File: src/hdl/depth_grid_triangulator_macros.svh
// ----------------------------------------------------------------------------
// Depth grid triangulator assertion macros
// Shorthands for the concurrent checks of the top level, clocked on clk and
// held off while rst is high.
// ----------------------------------------------------------------------------
`ifndef DEPTH_GRID_TRIANGULATOR_MACROS_SVH
`define DEPTH_GRID_TRIANGULATOR_MACROS_SVH

// Check that cons holds in the same cycle as ante.
`define DGT_ASSERT_NOW(label, ante, cons) \
  label: assert property (@(posedge clk) disable iff (rst) (ante) |-> (cons)) \
    else $error("%m: check failed");

// Check that cons holds in the cycle after ante.
`define DGT_ASSERT_NEXT(label, ante, cons) \
  label: assert property (@(posedge clk) disable iff (rst) (ante) |=> (cons)) \
    else $error("%m: check failed");

`endif

File: src/hdl/dgt_pkg.sv
// ----------------------------------------------------------------------------
// Depth grid triangulator package
// Widths, register codes, reset values, queue types and the corner test.
// ----------------------------------------------------------------------------
package dgt_pkg;

  localparam int DEPTH_W    = 24;
  localparam int IDX_W      = 22;
  localparam int SIZE_W     = 12;
  localparam int STEP_W     = 23;
  localparam int CFG_IDX_W  = 2;
  localparam int CFG_DATA_W = 24;
  localparam int IN_DATA_W  = 24;
  localparam int OUT_DATA_W = 24;

  localparam int MAX_WIDTH_DEF  = 2048;
  localparam int MAX_HEIGHT_DEF = 2048;

  // Register indexes
  localparam logic [CFG_IDX_W-1:0] REG_GRID_WIDTH    = 2'd0;
  localparam logic [CFG_IDX_W-1:0] REG_GRID_HEIGHT   = 2'd1;
  localparam logic [CFG_IDX_W-1:0] REG_MAX_STEP      = 2'd2;
  localparam logic [CFG_IDX_W-1:0] REG_INVALID_FLOOR = 2'd3;

  // Register reset values
  localparam logic [SIZE_W-1:0]         GRID_WIDTH_RST    = 12'd2048;
  localparam logic [SIZE_W-1:0]         GRID_HEIGHT_RST   = 12'd2048;
  localparam logic [STEP_W-1:0]         MAX_STEP_RST      = 23'd320;
  localparam logic signed [DEPTH_W-1:0] INVALID_FLOOR_RST = -24'sd159984;

  // Queue between front and back
  localparam int QUEUE_DEPTH = 4;
  localparam int Q_CNT_W     = $clog2(QUEUE_DEPTH + 1);

  // Corner order of the two triangles of a kept quad
  localparam int SEQ_W = 3;
  localparam logic [SEQ_W-1:0] SEQ_TL_A = 3'd0;
  localparam logic [SEQ_W-1:0] SEQ_BR_A = 3'd1;
  localparam logic [SEQ_W-1:0] SEQ_TR   = 3'd2;
  localparam logic [SEQ_W-1:0] SEQ_BR_B = 3'd3;
  localparam logic [SEQ_W-1:0] SEQ_TL_B = 3'd4;
  localparam logic [SEQ_W-1:0] SEQ_BL   = 3'd5;

  typedef struct packed {
    logic [IDX_W-1:0] tl;
    logic [IDX_W-1:0] bl;
  } quad_entry_t;

  typedef struct packed {
    logic               full;
    logic               empty;
    logic [Q_CNT_W-1:0] count;
  } qstat_t;

  // |a - b| <= lim
  function automatic logic close_enough(input logic signed [DEPTH_W-1:0] a,
                                        input logic signed [DEPTH_W-1:0] b,
                                        input logic [STEP_W-1:0] lim);
    logic signed [DEPTH_W:0] diff;
    logic [DEPTH_W:0]        mag;
    diff = $signed({a[DEPTH_W-1], a}) - $signed({b[DEPTH_W-1], b});
    mag  = diff[DEPTH_W] ? $unsigned(-diff) : $unsigned(diff);
    return mag <= {{(DEPTH_W + 1 - STEP_W){1'b0}}, lim};
  endfunction

endpackage

File: src/hdl/dgt_back.sv
// ----------------------------------------------------------------------------
// Depth grid triangulator back end
// Walks each queued quad through its six triangle corners into a registered
// output stage.
// ----------------------------------------------------------------------------
module dgt_back (
  input  logic                            clk,
  input  logic                            rst,
  input  dgt_pkg::quad_entry_t            head,
  input  logic                            q_empty,
  output logic                            pop,
  output logic                            out_valid,
  input  logic                            out_ready,
  output logic [dgt_pkg::IDX_W-1:0]       out_index,
  output logic                            out_last
);
  import dgt_pkg::*;

  logic             busy;
  logic [SEQ_W-1:0] step;
  logic [IDX_W-1:0] cur_tl;
  logic [IDX_W-1:0] cur_bl;
  logic             out_free;
  logic             emit;
  logic [IDX_W-1:0] corner;

  assign out_free = !out_valid || out_ready;
  assign emit     = busy && out_free;
  // Take the next quad while idle, or alongside the final corner
  assign pop      = !q_empty && (!busy || (emit && step == SEQ_BL));

  always_comb begin
    case (step)
      SEQ_TL_A: corner = cur_tl;
      SEQ_BR_A: corner = cur_bl + IDX_W'(1);
      SEQ_TR:   corner = cur_tl + IDX_W'(1);
      SEQ_BR_B: corner = cur_bl + IDX_W'(1);
      SEQ_TL_B: corner = cur_tl;
      SEQ_BL:   corner = cur_bl;
      default:  corner = cur_tl;
    endcase
  end

  always_ff @(posedge clk) begin
    if (rst) begin
      busy      <= 1'b0;
      step      <= SEQ_TL_A;
      out_valid <= 1'b0;
    end else begin
      if (out_free) begin
        out_valid <= busy;
      end
      if (pop) begin
        busy <= 1'b1;
        step <= SEQ_TL_A;
      end else if (emit) begin
        if (step == SEQ_BL) begin
          busy <= 1'b0;
        end
        step <= step + SEQ_W'(1);
      end
    end
  end

  always_ff @(posedge clk) begin
    if (pop) begin
      cur_tl <= head.tl;
      cur_bl <= head.bl;
    end
    if (emit) begin
      out_index <= corner;
      out_last  <= (step == SEQ_BL);
    end
  end

endmodule

File: config.mk
export PLATFORM = sky130hd
export DESIGN_NAME = dgt_back
export DESIGN_NICKNAME = d
export VERILOG_FILES = /design/src/hdl/depth_grid_triangulator_macros.svh /design/src/hdl/dgt_pkg.sv /design/src/hdl/dgt_back.sv
export SDC_FILE = /design/constraint.sdc
export NUM_CORES = 1
export LEC_CHECK = 0
export BUFFER_PORTS_ARGS = -buffer_cell sky130_fd_sc_hd__buf_2
export CAP_MARGIN = 10
export CORE_ASPECT_RATIO = 1.4
export CORE_MARGIN = 8
export CORE_UTILIZATION = 50
export DETAILED_ROUTE_END_ITERATION = 8
export HOLD_SLACK_MARGIN = 0.05
export PLACE_DENSITY = 0.75
export SLEW_MARGIN = 15
export SYNTH_ARGS = -nofsm -noshare
export SYNTH_HDL_FRONTEND = slang
export SYNTH_SLANG_ARGS = --single-unit
File: constraint.sdc
create_clock -name clk -period 15.37 [get_ports clk]
set_input_delay 4.611 -clock clk [delete_from_list [all_inputs] [get_ports clk]]
set_output_delay 4.611 -clock clk [all_outputs]
set_load 0.03 [all_outputs]
* Word level (Yosys, flattened, before mapping)
Cells that the tools add are included.
** Cells by class
- Add/subtract/negate cells :: 3
- Equality and inequality tests :: 4
- Multiplexer cells :: 4
- Reduce and logical (&&, ||, !) cells :: 13
** Operator list (number)
- $pmux W22 S3 :: 1
- $add A22 B1 Y22 const B :: 2
- $eq A3 B2 Y1 const B :: 2
- $reduce_bool A2 Y1 :: 2
- $reduce_or A2 Y1 :: 2
- $add A3 B1 Y3 const B :: 1
- $eq A3 B1 Y1 const B :: 1
- $eq A3 B3 Y1 const B :: 1
- $logic_and A1 B1 Y1 :: 3
- $logic_not A1 Y1 :: 3
- $mux W1 :: 3
- $logic_or A1 B1 Y1 :: 2
- $reduce_and A2 Y1 :: 1
** Storage, ports and cells
- Bits in registers :: 72
- Input bits :: 48
- Output and inout port bits :: 25
- Logic and storage cells :: 31

* Logic depth before layout (Yosys ltp)
- Depth after elaboration :: 8
- Depth in mapped cells :: 15
- Gate-level depth less buffers :: 12

* Worst setup path before layout
OpenSTA, ideal clock, no wires.
- Path type :: input-to-output
- Start :: input port out_ready
- End :: output port pop
- Data arrival time :: 7.254 ns
- Slack :: 3.505 ns
- Stages on the path :: 3
- Cell sequence :: nor2b_1 > o21ai_0 > nor2b_1
** On the way
- Longest elaborated chain between the ends :: 5
** Ends and longest elaborated chain
- start: declaration :: RTL line dgt_back.sv:13 : input logic out_ready,
- $logic_or A1 B1 Y1 :: RTL line dgt_back.sv:27 : assign out_free = !out_valid || out_ready;
- $logic_and A1 B1 Y1 :: RTL line dgt_back.sv:28 : assign emit = busy && out_free;
- $logic_and A1 B1 Y1 :: RTL line dgt_back.sv:30 : assign pop = !q_empty && (!busy || (emit && step == SEQ_BL));
- $logic_or A1 B1 Y1 :: RTL line dgt_back.sv:30
- $logic_and A1 B1 Y1 :: RTL line dgt_back.sv:30
- end: declaration :: RTL line dgt_back.sv:11 : output logic pop,
Every way passes these cells.

* Final worst setup path
Same ends and word-level chain as after synthesis.

==> flow_results.xml <==
<?xml version="1.0" encoding="UTF-8"?>
<metrics>
  <group name="grt">
    <metric name="grt_util_met3" unit="">0.0438</metric>
    <metric name="grt_first_pass_wirelength" unit="mm">14.7</metric>
    <metric name="grt_most_used_layer" unit="">met2</metric>
    <metric name="use_met2" unit="">0.297</metric>
    <metric name="grt_max_degree" unit="">47</metric>
    <metric name="met1_usage" unit="">0.184</metric>
    <metric name="globalRouteOverflowTotal" unit="">0</metric>
    <metric name="grt_antenna_before_repair" unit="">0</metric>
    <metric name="globalRouteTotalUtil" unit="">0.169</metric>
    <metric name="via_count_of_the_first_global_routing_pass" unit="">3056</metric>
  </group>
  <group name="synth">
    <metric name="synth_nets" unit="">400</metric>
    <metric name="netlist_instances" unit="">347</metric>
    <metric name="number_of_enable_flip_flop_cells_after_synthesis" unit="">67</metric>
    <metric name="synth.cell_area" unit="um^2">3870</metric>
    <metric name="share_of_flip_flops_with_an_asynchronous_set_or_reset_after_synthesis" unit="">0</metric>
    <metric name="yosysUniqueCellTypes" unit="">58</metric>
    <metric name="ys_seq_area_frac" unit="">0.546</metric>
    <metric name="avgSynthCellArea" unit="um^2">11.2</metric>
    <metric name="postSynth.topFlopCell" unit="">edfxtp_1</metric>
    <metric name="ys.warnings.count" unit="">0</metric>
    <metric name="synth.ff_latch_count" unit="">72</metric>
  </group>
  <group name="timing">
    <metric name="slew_violations" unit="">0</metric>
    <metric name="relSlewSlack" unit="">0.476</metric>
    <metric name="clock.fmax" unit="MHz">94.3</metric>
    <metric name="finClkSkew" unit="ns">0.00874</metric>
    <metric name="timing_hold_violations_final" unit="">0</metric>
    <metric name="finalCriticalPeriod" unit="ns">10.61</metric>
    <metric name="tns" unit="ns">0</metric>
    <metric name="grt_setup_unrepaired" unit="">no</metric>
    <metric name="finalWorstSetupSlack" unit="ns">4.76</metric>
    <metric name="fin_crit_sh" unit="">0.690</metric>
    <metric name="timing_worst_slew_pin_value" unit="ns">0.784</metric>
    <metric name="setup_viol" unit="">0</metric>
  </group>
  <group name="flow_run">
    <metric name="drv_cap" unit="">0</metric>
  </group>
  <group name="place">
    <metric name="detailedPlace.worstSlack" unit="ns">4.76</metric>
    <metric name="final_estimated_routing_congestion_in_global_placement" unit="">0.894</metric>
    <metric name="port_buffers" unit="">72</metric>
    <metric name="dp_hpwl" unit="mm">6.67</metric>
  </group>
  <group name="worst_setup_path">
    <metric name="chain_of_cells_forming_the_critical_path" unit="">buf_2 &gt; nor2b_1 &gt; o21ai_0 &gt; nor2b_4 &gt; buf_4 &gt; buf_2</metric>
    <metric name="timing.critical_path.buf_inv" unit="">3</metric>
    <metric name="crit_top_cell" unit="">buf_2</metric>
    <metric name="required" unit="ns">10.76</metric>
    <metric name="path_class" unit="">input port to output port</metric>
    <metric name="worst_path_largest_cell_delay" unit="ns">0.48</metric>
    <metric name="timing.critical_path.fanout_max" unit="">46</metric>
    <metric name="worstSetupStartpointType" unit="">input port</metric>
    <metric name="critPathLaunch" unit="">out_ready</metric>
    <metric name="cp_slowest_cell" unit="">buf_4</metric>
    <metric name="path_delay_family" unit="">buffers and inverters</metric>
    <metric name="arrival_time_at_the_worst_endpoint" unit="ns">6.00</metric>
    <metric name="crit-reg2reg-launch" unit="">step[0]</metric>
    <metric name="critical_path.endpoint_type" unit="">output port</metric>
  </group>
  <group name="routing">
    <metric name="remaining_drc_errors" unit="">0</metric>
    <metric name="wirelength" unit="mm">9.12</metric>
    <metric name="via_count" unit="">3054</metric>
    <metric name="drt_pass_1_iters" unit="">5</metric>
    <metric name="drt_first_iter_violations" unit="">338</metric>
    <metric name="drt-vias-per-instance" unit="">5.86</metric>
    <metric name="route.detailed.wl_per_inst" unit="um">17.5</metric>
    <metric name="drt.antenna.violating_nets" unit="">0</metric>
  </group>
  <group name="clock_network">
    <metric name="clk_transition_reported_paths" unit="ns">0.07</metric>
    <metric name="insertion_delay" unit="ns">0.36</metric>
    <metric name="ctsLongestPathBuffers" unit="">2</metric>
    <metric name="numClockSinks" unit="">72</metric>
    <metric name="clk_root_buffer_cell" unit="">clkbuf_8</metric>
    <metric name="cts-buffers-inserted" unit="">9</metric>
    <metric name="cts_setup_buffers" unit="">0</metric>
    <metric name="tritoncts" unit="">built</metric>
    <metric name="cts_hold_repair.buffers" unit="">0</metric>
    <metric name="cts_htree_levels" unit="">3</metric>
    <metric name="post_cts_resize_count" unit="">0</metric>
  </group>
  <group name="floorplan">
    <metric name="boundaryPins" unit="">73</metric>
    <metric name="die_height" unit="um">120</metric>
    <metric name="initial_core_util" unit="">0.506</metric>
    <metric name="die_width" unit="um">90.4</metric>
    <metric name="fp.coreArea" unit="um^2">7650</metric>
    <metric name="floorplan.die_area" unit="um^2">10900</metric>
    <metric name="floorplan.rows" unit="">38</metric>
  </group>
  <group name="worst_hold_path">
    <metric name="holdCritPathClass" unit="">flip-flop to flip-flop</metric>
    <metric name="hold_path.startpoint" unit="">busy</metric>
  </group>
  <group name="layout">
    <metric name="drive_gt1_frac" unit="">0.264</metric>
    <metric name="final_net_count" unit="">469</metric>
    <metric name="most-common-layout-cells" unit="">buf_2, edfxtp_1, nand2_1, o21ai_0, nand4_1</metric>
    <metric name="seqCellArea" unit="um^2">2110</metric>
    <metric name="fillers" unit="">655</metric>
    <metric name="flow.area_growth_from_synthesis" unit="%">18.1</metric>
    <metric name="layout.cells.most_common" unit="">buf_2</metric>
    <metric name="multi_input_area" unit="um^2">1640</metric>
    <metric name="antenna_cells" unit="">0</metric>
  </group>
  <group name="pwr">
    <metric name="total_power" unit="W">0.000509</metric>
    <metric name="leakage" unit="nW">1.70</metric>
    <metric name="power_per_cell_area" unit="nW/um^2">111</metric>
    <metric name="ir_worst_vdd" unit="mV">0.0784</metric>
  </group>
  <group name="outcome">
    <metric name="status" unit="">completed</metric>
  </group>
</metrics>
## worst reg2reg max path, delay by kind of cell (launching register included)
family,cells,cell delay (ns)
AO/OA/AOI/OAI,2,0.42
XOR/XNOR,1,0.14
adder cells (fa/ha/maj),3,0.96
buffers and inverters,1,0.23
flip-flops,1,0.41
AND/OR/NAND/NOR,5,1.39
## flip-flops by register name, indices dropped and copies added, names as in the netlist
name / cells
out_valid: 1
cur_tl: 22
busy: 1
out_index: 22
step: 3
out_last: 1
cur_bl: 22
## cells in the mapped netlist, types with 2 or more instances
master	count	share of area
o211ai_1	4	0.0078
a22oi_1	3	0.0058
a31oi_1	4	0.0065
a211oi_1	2	0.0039
a21oi_1	12	0.016
nand4_1	19	0.031
o21ba_2	2	0.0052
and4_1	2	0.0045
ha_1	5	0.016
o32ai_4	2	0.014
and3_1	9	0.015
xnor2_1	13	0.029
nand2_1	38	0.037
o22ai_1	4	0.0065
edfxtp_1	67	0.52
mux2_2	3	0.0087
clkbuf_1	11	0.011
o21ai_0	25	0.032
nor4b_1	2	0.0045
inv_1	8	0.0078
dfxtp_1	5	0.026
o31ai_1	2	0.0039
buf_2	4	0.0052
nor2b_1	8	0.013
and2_1	3	0.0049
or2_2	4	0.0065
mux2i_1	10	0.026
nor2_1	17	0.016
a211o_1	5	0.011
nand2b_1	3	0.0049
buf_6	2	0.0058
nor3_1	5	0.0065
a21o_1	2	0.0039
nand3_1	15	0.019
xor2_1	2	0.0045
o221ai_1	2	0.0045
o2111ai_1	2	0.0045
## worst paths after layout
kind	to	slack (ns)	depth (start not counted)
setup / recovery	pop	4.76	6
hold / removal	out_valid	0.50	2
setup reg to reg	out_index[10]	11.54	12
hold reg to reg	out_valid	0.50	2
## per-stage QoR
step           area [um^2]  utilization  std cells  hold slack (ns)
5_1_grt               4570        0.597        521            0.531
6_report              4570        0.597        521            0.499
4_1_cts               4570        0.597        521            0.506
3_3_place_gp          4300        0.562        505            0.468
2_1_floorplan         3870            -        347            0.448
3_5_place_dp          4300        0.562        505            0.491
## power breakdown
group	internal (W)	switching, W
Sequential	0.000232	0.0000102
Clock	0.000124	0.0000689
Combinational	0.0000268	0.0000469
Total	0.000383	0.000126
## cell type report
cell class | count | share of cell area
Timing Repair Buffer | 76 | 0.0854
Sequential cell | 72 | 0.462
Tap cell | 100 | 0.0274
Multi-Input combinational cell | 248 | 0.359
Inverter | 9 | 0.00739
Clock inverter | 7 | 0.0315
Clock buffer | 9 | 0.0271
## kinds of logic after synthesis
group / after synthesis / synth area share
adder cells (fa/ha/maj): 5 / 0.0162
AO/OA/AOI/OAI: 85 / 0.161
multiplexers: 13 / 0.0346
buffers and inverters: 27 / 0.0323
AND/OR/NAND/NOR: 130 / 0.176
flip-flops: 72 / 0.546
XOR/XNOR: 15 / 0.0339
## routing by layer
metal  vias to the layer above  share of wire
li1                       1467              -
met1                      1462           0.39
met2                       109           0.53
met3                        16          0.059
met4                         0          0.023
met5                         -              0
Note: power is estimated with default switching activity, not from simulation.
