**config.mk**
```make
export PLATFORM = sky130hd
export DESIGN_NAME = dgt_queue
export DESIGN_NICKNAME = d
export VERILOG_FILES = /design/src/hdl/depth_grid_triangulator_macros.svh /design/src/hdl/dgt_pkg.sv /design/src/hdl/dgt_queue.sv
export SDC_FILE = /design/constraint.sdc
export NUM_CORES = 1
export LEC_CHECK = 0
export BUFFER_PORTS_ARGS = -buffer_cell sky130_fd_sc_hd__buf_2
export CORE_MARGIN = 2
export CORE_UTILIZATION = 43
export DETAILED_ROUTE_END_ITERATION = 7
export GPL_TIMING_DRIVEN = 0
export PLACE_DENSITY_LB_ADDON = 0.2
export SKIP_LAST_GASP = 1
export SLEW_MARGIN = 20
export SYNTH_ARGS = -nofsm -noshare
export SYNTH_HDL_FRONTEND = slang
export SYNTH_SLANG_ARGS = --single-unit
```
**constraint.sdc**
```tcl
create_clock -name clk -period 4.19 [get_ports clk]
set_clock_uncertainty 0.2 [all_clocks]
set_input_delay 0.419 -clock clk [delete_from_list [all_inputs] [get_ports clk]]
set_output_delay 0.419 -clock clk [all_outputs]
set_load 0.05 [all_outputs]
```
**src/hdl/depth_grid_triangulator_macros.svh**
```systemverilog
// ----------------------------------------------------------------------------
// Depth grid triangulator assertion macros
// Shorthands for the concurrent checks of the top level, clocked on clk and
// held off while rst is high.
// ----------------------------------------------------------------------------
`ifndef DEPTH_GRID_TRIANGULATOR_MACROS_SVH
`define DEPTH_GRID_TRIANGULATOR_MACROS_SVH

// Check that cons holds in the same cycle as ante.
`define DGT_ASSERT_NOW(label, ante, cons) \
  label: assert property (@(posedge clk) disable iff (rst) (ante) |-> (cons)) \
    else $error("%m: check failed");

// Check that cons holds in the cycle after ante.
`define DGT_ASSERT_NEXT(label, ante, cons) \
  label: assert property (@(posedge clk) disable iff (rst) (ante) |=> (cons)) \
    else $error("%m: check failed");

`endif

```
**src/hdl/dgt_pkg.sv**
```systemverilog
// ----------------------------------------------------------------------------
// Depth grid triangulator package
// Widths, register codes, reset values, queue types and the corner test.
// ----------------------------------------------------------------------------
package dgt_pkg;

  localparam int DEPTH_W    = 24;
  localparam int IDX_W      = 22;
  localparam int SIZE_W     = 12;
  localparam int STEP_W     = 23;
  localparam int CFG_IDX_W  = 2;
  localparam int CFG_DATA_W = 24;
  localparam int IN_DATA_W  = 24;
  localparam int OUT_DATA_W = 24;

  localparam int MAX_WIDTH_DEF  = 2048;
  localparam int MAX_HEIGHT_DEF = 2048;

  // Register indexes
  localparam logic [CFG_IDX_W-1:0] REG_GRID_WIDTH    = 2'd0;
  localparam logic [CFG_IDX_W-1:0] REG_GRID_HEIGHT   = 2'd1;
  localparam logic [CFG_IDX_W-1:0] REG_MAX_STEP      = 2'd2;
  localparam logic [CFG_IDX_W-1:0] REG_INVALID_FLOOR = 2'd3;

  // Register reset values
  localparam logic [SIZE_W-1:0]         GRID_WIDTH_RST    = 12'd2048;
  localparam logic [SIZE_W-1:0]         GRID_HEIGHT_RST   = 12'd2048;
  localparam logic [STEP_W-1:0]         MAX_STEP_RST      = 23'd320;
  localparam logic signed [DEPTH_W-1:0] INVALID_FLOOR_RST = -24'sd159984;

  // Queue between front and back
  localparam int QUEUE_DEPTH = 4;
  localparam int Q_CNT_W     = $clog2(QUEUE_DEPTH + 1);

  // Corner order of the two triangles of a kept quad
  localparam int SEQ_W = 3;
  localparam logic [SEQ_W-1:0] SEQ_TL_A = 3'd0;
  localparam logic [SEQ_W-1:0] SEQ_BR_A = 3'd1;
  localparam logic [SEQ_W-1:0] SEQ_TR   = 3'd2;
  localparam logic [SEQ_W-1:0] SEQ_BR_B = 3'd3;
  localparam logic [SEQ_W-1:0] SEQ_TL_B = 3'd4;
  localparam logic [SEQ_W-1:0] SEQ_BL   = 3'd5;

  typedef struct packed {
    logic [IDX_W-1:0] tl;
    logic [IDX_W-1:0] bl;
  } quad_entry_t;

  typedef struct packed {
    logic               full;
    logic               empty;
    logic [Q_CNT_W-1:0] count;
  } qstat_t;

  // |a - b| <= lim
  function automatic logic close_enough(input logic signed [DEPTH_W-1:0] a,
                                        input logic signed [DEPTH_W-1:0] b,
                                        input logic [STEP_W-1:0] lim);
    logic signed [DEPTH_W:0] diff;
    logic [DEPTH_W:0]        mag;
    diff = $signed({a[DEPTH_W-1], a}) - $signed({b[DEPTH_W-1], b});
    mag  = diff[DEPTH_W] ? $unsigned(-diff) : $unsigned(diff);
    return mag <= {{(DEPTH_W + 1 - STEP_W){1'b0}}, lim};
  endfunction

endpackage

```
**src/hdl/dgt_queue.sv**
```systemverilog
// ----------------------------------------------------------------------------
// Depth grid triangulator quad queue
// Small first-in first-out store of kept quads between front and back.
// ----------------------------------------------------------------------------
module dgt_queue (
  input  logic                 clk,
  input  logic                 rst,
  input  logic                 push,
  input  dgt_pkg::quad_entry_t push_entry,
  input  logic                 pop,
  output dgt_pkg::quad_entry_t head,
  output dgt_pkg::qstat_t      status
);
  import dgt_pkg::*;

  localparam int PTR_W = (QUEUE_DEPTH > 1) ? $clog2(QUEUE_DEPTH) : 1;

  quad_entry_t        slots [QUEUE_DEPTH];
  logic [PTR_W-1:0]   wr_ptr;
  logic [PTR_W-1:0]   rd_ptr;
  logic [Q_CNT_W-1:0] count;

  always_ff @(posedge clk) begin
    if (rst) begin
      wr_ptr <= '0;
      rd_ptr <= '0;
      count  <= '0;
    end else begin
      if (push) begin
        wr_ptr <= (wr_ptr == PTR_W'(QUEUE_DEPTH - 1)) ? '0 : wr_ptr + PTR_W'(1);
      end
      if (pop) begin
        rd_ptr <= (rd_ptr == PTR_W'(QUEUE_DEPTH - 1)) ? '0 : rd_ptr + PTR_W'(1);
      end
      if (push && !pop) begin
        count <= count + Q_CNT_W'(1);
      end else if (pop && !push) begin
        count <= count - Q_CNT_W'(1);
      end
    end
  end

  always_ff @(posedge clk) begin
    if (push) begin
      slots[wr_ptr] <= push_entry;
    end
  end

  assign head         = slots[rd_ptr];
  assign status.full  = (count == Q_CNT_W'(QUEUE_DEPTH));
  assign status.empty = (count == '0);
  assign status.count = count;

endmodule

```
# Word-level counts from Yosys, hierarchy flattened
# Memories as Yosys holds them, arrays and structs flattened. A register that Yosys moved wholly into a read port is not among the register bits.
# Index checks and enable logic that the tools add are counted.
# op_classes
reduce_logical,6
n_eq_ne,3
add_sub_neg,4
n_mux,8
# ops
operator,n
$mux W2,4
$mux W3,2
$add A2 B1 Y2 const B,2
$eq A2 B2 Y1 const B,2
$add A3 B1 Y3 const B,1
$eq A3 B3 Y1 const B,1
$logic_not A3 Y1,1
$sub A3 B1 Y3 const B,1
$logic_and A1 B1 Y1,2
$logic_not A1 Y1,2
$mux W1,2
$reduce_bool A2 Y1,1
# totals
n_memories,1
register_bits,7
out_inout_bits,49
mem_bits_rw,176
input_bits,48
# memory_table
memory,depth,width,rd,rd_clocked_by_memory_dff,wr,line,source
slots,4,44,1,1,1,dgt_queue.sv:18,quad_entry_t slots [QUEUE_DEPTH];

# Longest topological paths before layout
# Gate-level depths: netlist of the first run.
# depth
depth_word,4
ltp_mapped,7
depth_no_buf,7

# Worst setup path before layout of the first run
# Ideal clock, no wire load.
# synth_timing
path_type,register -> output
start,register count[2]
end,output status[4] (netlist name)
setup_slack_ns,1.694
required_ns,3.571
path_stages_with_launch,2
n_path_buf,0
arrival_time_ns,1.877
cell_sequence,dfxtp_1 -> nor3b_1
# synth_rtl
element,line,source
start: declaration,dgt_queue.sv:21,logic [Q_CNT_W-1:0] count;
start signal: assignment,dgt_queue.sv:36,count <= count + Q_CNT_W'(1);
start signal: assignment,dgt_queue.sv:38,count <= count - Q_CNT_W'(1);
end: declaration,dgt_queue.sv:12,output dgt_pkg::qstat_t status

==> flow_summary.ini, run 1 <==
[power]
power_frac_comb = 0.139
p_clk_frac = 0.356
report.power.total_mw = 4.24
power.density_nw_per_um2 = 498
internal_power_mw = 3.19
switchingPower_mw = 1.05
swShare = 0.248
ir_drop_v = 0.000267
p_seq_frac = 0.504
p_leak_nw = 2.95

[drt]
drc_errors = 0
routed_wl_um = 11500
routedWlPerCell_um = 17.7
ant_nets = 0
vias_per_cell = 4.88
via_count = 3178
drt_first_pass_iters = 4
drtIter0Drc = 217

[synth]
netlist_area_um2 = 6850
syn_inst = 274
synth_cell_types = 20
yosysSeqAreaShare = 0.798
ys_warn_count = 0
syn_area_per_cell_um2 = 25.0
ys_ff_latch = 185
synth_nets = 329

[critical_path]
crit_top_cell = buf_2
setup.worst_path.end_class = primary output
crit_slowest_cell = mux4_2
path_max_fanout = 10
cp.required_ns = 3.57
cp.arrival_ns = 1.86
slowest_delay_ns = 0.37
crit_type = register to primary output
r2r_cells = 3
cp_cell_sequence = clkbuf_2, buf_2, mux4_2, buf_2
cp-start-kind = register

[die]
die_area_um2 = 17000
rows = 46
chipHeight_um = 130
ioPinCount = 97
die_w_um = 130
core_area_um2 = 15700
start_util = 0.436

[sta]
min_period_ns = 2.48
final-max-slew-violation-count = 0
finalCritPeriodShare = 0.593
timing.final.ws_setup_ns = 1.71
timing.final.hold_violations = 0
whs_ns = 0.0188
rsz0062_at_grt = false
max_freq_mhz = 403
max_slew_margin = 0.527
tightestPinTransition_ns = 0.709
setup_violations = 0
final.setup.tns_ns = 0

[clocking]
clk_pin_slew_ns = 0.07
cts_tree = yes
cts.sinks = 185
root_buffer = clkbuf_16
worstSkewPairLatency_ns = 0.42
htree_num_levels = 4
cts_buffers = 17
clockBufferDepth = 2

[place]
hpwl_um = 6680
postPlaceCellArea_um2 = 7640
place_ws_ns = 2.10
io_buffers = 96
dp.cells = 587
place_congestion = 0.662

[grt]
grt.overflow.total = 0
grt_pass1_wl_um = 18000
antenna_found_initial = 0
grt_use_total = 0.148
grt_max_degree = 45
first_global_vias = 3444

[final_layout]
fin_area_um2 = 8520
area_growth_pct = 24.4
diodes = 0
final_cell_mix = 176 x edfxtp_1, 100 x buf_2, 40 x mux4_2
layout_commonest_cell = edfxtp_1
postLayoutCoreUtil = 0.542
drive_gt1_frac = 0.409
nNetsFinal = 477
final_cells = 651

[hold_path]
worstHoldPathType = primary input to register
worstHoldPathCells = 1

[run_status]
status = finished, final reports clean

[job]
maxCapViolations = 0
sequential cells by signal, indices dropped and copies added (netlist names), named ones only:
| signal | flops |
|---|---|
| slots | 176 |
| count | 3 |
| rd_ptr | 2 |
| wr_ptr | 2 |
cells by family after synthesis:
group	share of synthesized area
AO/OA/AOI/OAI	0.00219
XOR/XNOR	0.00256
adder cells (fa/ha/maj)	0.0139
buffers and inverters	0.0192
flip-flops	0.798
multiplexers	0.153
AND/OR/NAND/NOR	0.0113
critical path: cells and delay by family (launching register included):
kind / cells / cell delay, ns
buffers and inverters: 3 / 0.76
flip-flops: 1 / 0.31
multiplexers: 1 / 0.37
synth_stat cells:
cell type / instances / area share
o21ai_0: 1 / 0.00073
fa_1: 1 / 0.0029
xor2_1: 2 / 0.0026
buf_6: 1 / 0.0016
dfxtp_1: 9 / 0.026
ha_1: 6 / 0.011
buf_12: 4 / 0.012
edfxtp_1: 176 / 0.77
and2_1: 4 / 0.0037
a21oi_1: 2 / 0.0015
or3_1: 1 / 0.00091
mux4_2: 40 / 0.13
inv_1: 4 / 0.0022
nor3b_1: 2 / 0.0022
clkbuf_2: 1 / 0.00073
mux4_1: 4 / 0.015
buf_2: 4 / 0.0029
nor2_1: 7 / 0.0038
mux2i_1: 4 / 0.0058
nor3_1: 1 / 0.00073
power groups by stage:
| stage | clock network [mW] | logic [mW] | registers (mW) |
|---|---|---|---|
| floorplan | 0 | 0.411 | 2.19 |
| global placement | 0 | 0.568 | 2.18 |
| detailed placement | 0 | 0.578 | 2.18 |
| CTS | 1.55 | 0.603 | 2.14 |
| global route | 1.62 | 0.631 | 2.15 |
| finish | 1.51 | 0.591 | 2.14 |
path summary, 6_finish.rpt:
kind	from	endpoint	slack, ns
setup / recovery	register	head[1]	1.71
hold / removal	push_entry[17]	slots[2][17]	0.02
setup reg to reg	wr_ptr[0]	slots[2][4]	2.38
hold reg to reg	count[2]	count[2]	0.32
layout make-up:
type                            count  area, um2
Fill cell                        1239       7190
Sequential cell                   185       5470
Multi-Input combinational cell     75       1260
Timing Repair Buffer              129        828
Clock buffer                       25        497
Tap cell                          216        270
Buffer                             10        116
Clock inverter                      7       67.6
Inverter                            4       15.0
routing by layer:
layer,vias to the layer above,global-route usage,wire length (um)
met3,15,0.0459,572
met2,74,0.241,5750
met4,0,0.0626,193
met5,-,0,0
met1,1633,0.186,5030
li1,1456,-,-
timing repair:
item | 4_1_cts | 5_1_grt
hold buffers | 32 | 0
setup buffers | 0 | 0
resized for setup | 0 | 0
hold endpoints to repair | 122 | 0
No activity file was read; power rests on OpenSTA's default activity.
==> inputs of run 2 (changes only) <==
==> constraint.sdc (replaced) <==
create_clock -name clk -period 2.4 [get_ports clk]
set_clock_uncertainty 0.2 [all_clocks]
set_input_delay 0.24 -clock clk [delete_from_list [all_inputs] [get_ports clk]]
set_output_delay 0.24 -clock clk [all_outputs]
set_load 0.05 [all_outputs]
==> run 2 against run 1 <==
Effect of this change:
- die area stayed put
- setup slack worse by 1.6 ns
- count of clock-buffer cells in the layout stayed put
- critical path depth stayed put
- final cell count is 2.3% higher
- register-to-register slack worse by 1.8 ns
- critical endpoint unchanged
==> flow_summary.ini, run 2 (synthesis results as in run 1) <==
[final_layout]
largest_reg_flops = 176
fin_area_um2 = 8670
final_cells = 666
diodes = 0
layout_commonest_cell = edfxtp_1
final_cell_mix = 176 x edfxtp_1, 99 x buf_2, 47 x dlygate4sd3_1
nNetsFinal = 492
largest_register = slots
reg_top3 = slots: 176 flops, count: 3 flops
drive_gt1_frac = 0.396
area_growth_pct = 26.7

[hold_path]
worstHoldPathType = register to register

[power]
power.density_nw_per_um2 = 856
p_leak_nw = 3.01
ir_drop_v = 0.000467

[grt]
first_global_vias = 3504
grt_max_degree = 45
antenna_found_initial = 0
grt_use_total = 0.149
grt.overflow.total = 0
grt_pass1_wl_um = 18100

[clocking]
clockBufferDepth = 2
cts_setup_buffers = 0
worstSkewPairLatency_ns = 0.42
root_buffer = clkbuf_16
cts_buffers = 17
cts_tree = yes
cts.sinks = 185
clk_pin_slew_ns = 0.07
htree_num_levels = 4

[critical_path]
cp.required_ns = 1.96
cp-start-kind = register
crit_type = register to primary output
path_max_fanout = 10
setup.worst_path.end_class = primary output
r2r_slack_ns = 0.58
cp.arrival_ns = 1.87

[place]
dp.cells = 587
place_congestion = 0.662
place_ws_ns = 0.487
hpwl_um = 6680
io_buffers = 96
postPlaceCellArea_um2 = 7640

[sta]
final-max-slew-violation-count = 0
setup_violations = 0
min_period_ns = 2.31
final.setup.tns_ns = 0
timing.final.ws_setup_ns = 0.0921
finalCritPeriodShare = 0.962
whs_ns = 0.317
max_freq_mhz = 433
max_slew_margin = 0.524
timing.final.hold_violations = 0
rsz0062_at_grt = true
tightestPinTransition_ns = 0.714

[die]
rows = 46
start_util = 0.436
chipHeight_um = 130
core_area_um2 = 15700
die_area_um2 = 17000
ioPinCount = 97
die_w_um = 130

[drt]
drt_first_pass_iters = 4
vias_per_cell = 4.83
ant_nets = 0
drtIter0Drc = 245
routedWlPerCell_um = 17.5
drc_errors = 0
via_count = 3217
routed_wl_um = 11700

[run_status]
status = finished, final reports clean

[job]
maxCapViolations = 0
[run 2: per-stage QoR]
step,util,total power [mW]
floorplan,-,4.55
global placement,0.484,4.80
detailed placement,0.486,4.82
CTS,0.552,7.52
global route,0.552,7.70
finish,0.552,7.42
[run 2: layout make-up]
cell class,count,area (um2)
timing repair buffer,144,978
tap,216,270
multi-input combinational,75,1260
sequential,185,5470
clock inverter,7,67.6
clock buffer,25,497
fill,1228,7040
inverter,4,15.0
buffer,10,119
[run 2: final timing paths]
kind / start / to / cells past startpoint
worst max register to register: wr_ptr[0] / slots[2][10] / 3
worst min register to register: count[2] / count[2] / 2
worst min-delay path: count[2] / count[2] / 2
worst max-delay path: register / head[1] / 4
[run 2: what timing repair did]
item	in CTS	in global routing
endpoints found under the hold margin	185	0
hold buffers	47	0
gates resized for setup	0	1
endpoints found under the setup margin	0	1
[run 2: critical path, cell delays in order, from the launching register on]
cell and delay [ns]:
dfxtp_1 0.31, clkbuf_2 0.21, buf_2 0.32, mux4_2 0.37, buf_2 0.23
[run 2: power breakdown]
part           switching (mW)  internal, mW  total (mW)
logic                   0.701         0.353        1.05
clock network            1.09          1.54        2.63
registers              0.0418          3.69        3.74
[run 2: metal layers]
metal	up-vias	track usage	wire [um]
li1	1486	-	-
met4	0	0.0626	194
met5	-	0	0
met2	75	0.244	5850
met3	15	0.0447	568
met1	1641	0.187	5050
==> inputs of run 3 (changes only) <==
--- a/config.mk
+++ b/config.mk
@@ -7,10 +7,11 @@
 export LEC_CHECK = 0
 export BUFFER_PORTS_ARGS = -buffer_cell sky130_fd_sc_hd__buf_2
 export CORE_MARGIN = 2
-export CORE_UTILIZATION = 43
+export CORE_UTILIZATION = 45
 export DETAILED_ROUTE_END_ITERATION = 7
 export GPL_TIMING_DRIVEN = 0
-export PLACE_DENSITY_LB_ADDON = 0.2
+export PLACE_DENSITY = 0.65
+export REMOVE_ABC_BUFFERS = 1
 export SKIP_LAST_GASP = 1
 export SLEW_MARGIN = 20
 export SYNTH_ARGS = -nofsm -noshare
==> run 3 against run 2 <==
Effect of this change:
- sequential power hardly changed
- design area is 1.1% lower
- hold slack better by 0.0011 ns
- final cell count is 5.3% lower
- first-iteration DRC count is 0.82% lower
- wire length is 2.2% higher
- combinational power hardly changed
- utilization is 1.9 points higher
- fmax is 0.18% lower
- power is 0.48% lower
- flip-flop and latch count stayed put
- register-to-register slack hardly changed
==> flow_summary.ini, run 3 (synthesis results as in run 1) <==
[run_status]
status = finished, final reports clean

[drt]
routedWlPerCell_um = 18.9
drt_first_pass_iters = 4
wl_met3_um = 444
drc_errors = 0
top_layer_used = met4
routed_wl_um = 11900
route.met2.wl_um = 5680
via_count = 3202
drt-met1-wl_um = 5590
ant_nets = 0
drtIter0Drc = 243
vias_per_cell = 5.07

[sta]
setup_violations = 0
min_period_ns = 2.31
rsz0062_at_grt = true
timing.final.ws_setup_ns = 0.0880
finalCritPeriodShare = 0.963
timing.final.hold_violations = 0
final.setup.tns_ns = 0
whs_ns = 0.318
final-max-slew-violation-count = 0
max_freq_mhz = 433
tightestPinTransition_ns = 0.715
max_slew_margin = 0.523

[clocking]
root_buffer = clkbuf_16
cts-resized-gates = 0
cts.sinks = 185
worstSkewPairLatency_ns = 0.42
cts_tree = yes
cts_buffers = 17
clk_pin_slew_ns = 0.07
clockBufferDepth = 2
htree_num_levels = 4

[grt]
antenna_found_initial = 0
grt.overflow.total = 0
grt_use_total = 0.150
grt_max_degree = 45
first_global_vias = 3275
grt_pass1_wl_um = 17700

[power]
power.density_nw_per_um2 = 861
p_leak_nw = 2.98
ir_drop_v = 0.000525
report.power.total_mw = 7.39

[final_layout]
final_cell_mix = 176 x edfxtp_1, 96 x buf_2, 47 x dlygate4sd3_1
drive_gt1_frac = 0.400
final_cells = 631
largest_register = slots
layout_commonest_cell = edfxtp_1
diodes = 0
nNetsFinal = 485
area_growth_pct = 25.3
reg_top3 = slots: 176 flops, count: 3 flops
largest_reg_flops = 176

[critical_path]
setup.worst_path.end_class = primary output
crit_slowest_cell = mux4_1
path_max_fanout = 18
r2r_slack_ns = 0.59
cp-start-kind = register
cp.arrival_ns = 1.87
crit_type = register to primary output
slowest_delay_ns = 0.58
cp_cell_sequence = buf_12, mux4_1, buf_2
cp.required_ns = 1.96

[hold_path]
worstHoldPathType = register to register

[die]
ioPinCount = 97
die_w_um = 127
chipHeight_um = 127
start_util = 0.456
rows = 45
core_area_um2 = 15000
die_area_um2 = 16200

[place]
io_buffers = 96
place_congestion = 0.677
place_ws_ns = 0.210
hpwl_um = 6160
dp.cells = 549

[job]
maxCapViolations = 0
## run 3: cell types whose count changed in the layout (fill, tap and decap cells not counted), sizes merged
cell	before	now
buf	105	99
inv	4	8
clkbuf	27	18
clkinvlp	3	2
clkinv	3	8
## run 3: worst paths after layout
| check | start | endpoint | depth (start not counted) |
|---|---|---|---|
| setup / recovery | register | head[24] | 3 |
| hold / removal | count[2] | count[2] | 2 |
| setup reg to reg | wr_ptr[0] | slots[3][1] | 2 |
| hold reg to reg | count[2] | count[2] | 2 |
## run 3: worst max-delay path: cells and delay by family (launching register included)
kind	cells	cell delay [ns]
muxes	1	0.58
buffers and inverters	2	0.44
DFF	1	0.41
## run 3: per-layer routing
layer / global-route usage / vias to the layer above
li1: - / 1467
met1: 0.203 / 1641
met2: 0.232 / 77
met3: 0.0415 / 17
met4: 0.0646 / 0
met5: 0 / -
## run 3: through the flow
stage / cell area, um2 / util
floorplan: 6730 / -
global placement: 7450 / 0.495
detailed placement: 7490 / 0.498
CTS: 8530 / 0.568
global route: 8580 / 0.571
finish: 8580 / 0.571
## run 3: final cells by class
class | count | area, um2
Sequential cell | 185 | 5470
Clock inverter | 15 | 126
Tap cell | 188 | 235
Timing Repair Buffer | 147 | 1040
Multi-Input combinational cell | 75 | 1260
Inverter | 4 | 15.0
Fill cell | 1142 | 6450
Clock buffer | 17 | 425
## run 3: what timing repair did
| action | in CTS | in global routing |
|---|---|---|
| hold buffers | 47 | 0 |
| pin swaps | 0 | 0 |
| endpoints found under the hold margin | 185 | 0 |
| cloned | 0 | 1 |
| setup buffers | 1 | 1 |
| setup endpoints to repair | 26 | 34 |
## run 3: power breakdown
| group | switching, mW | internal, mW | total (mW) |
|---|---|---|---|
| sequential | 0.0600 | 3.69 | 3.75 |
| combinational | 0.686 | 0.346 | 1.03 |
| clock | 1.17 | 1.43 | 2.60 |
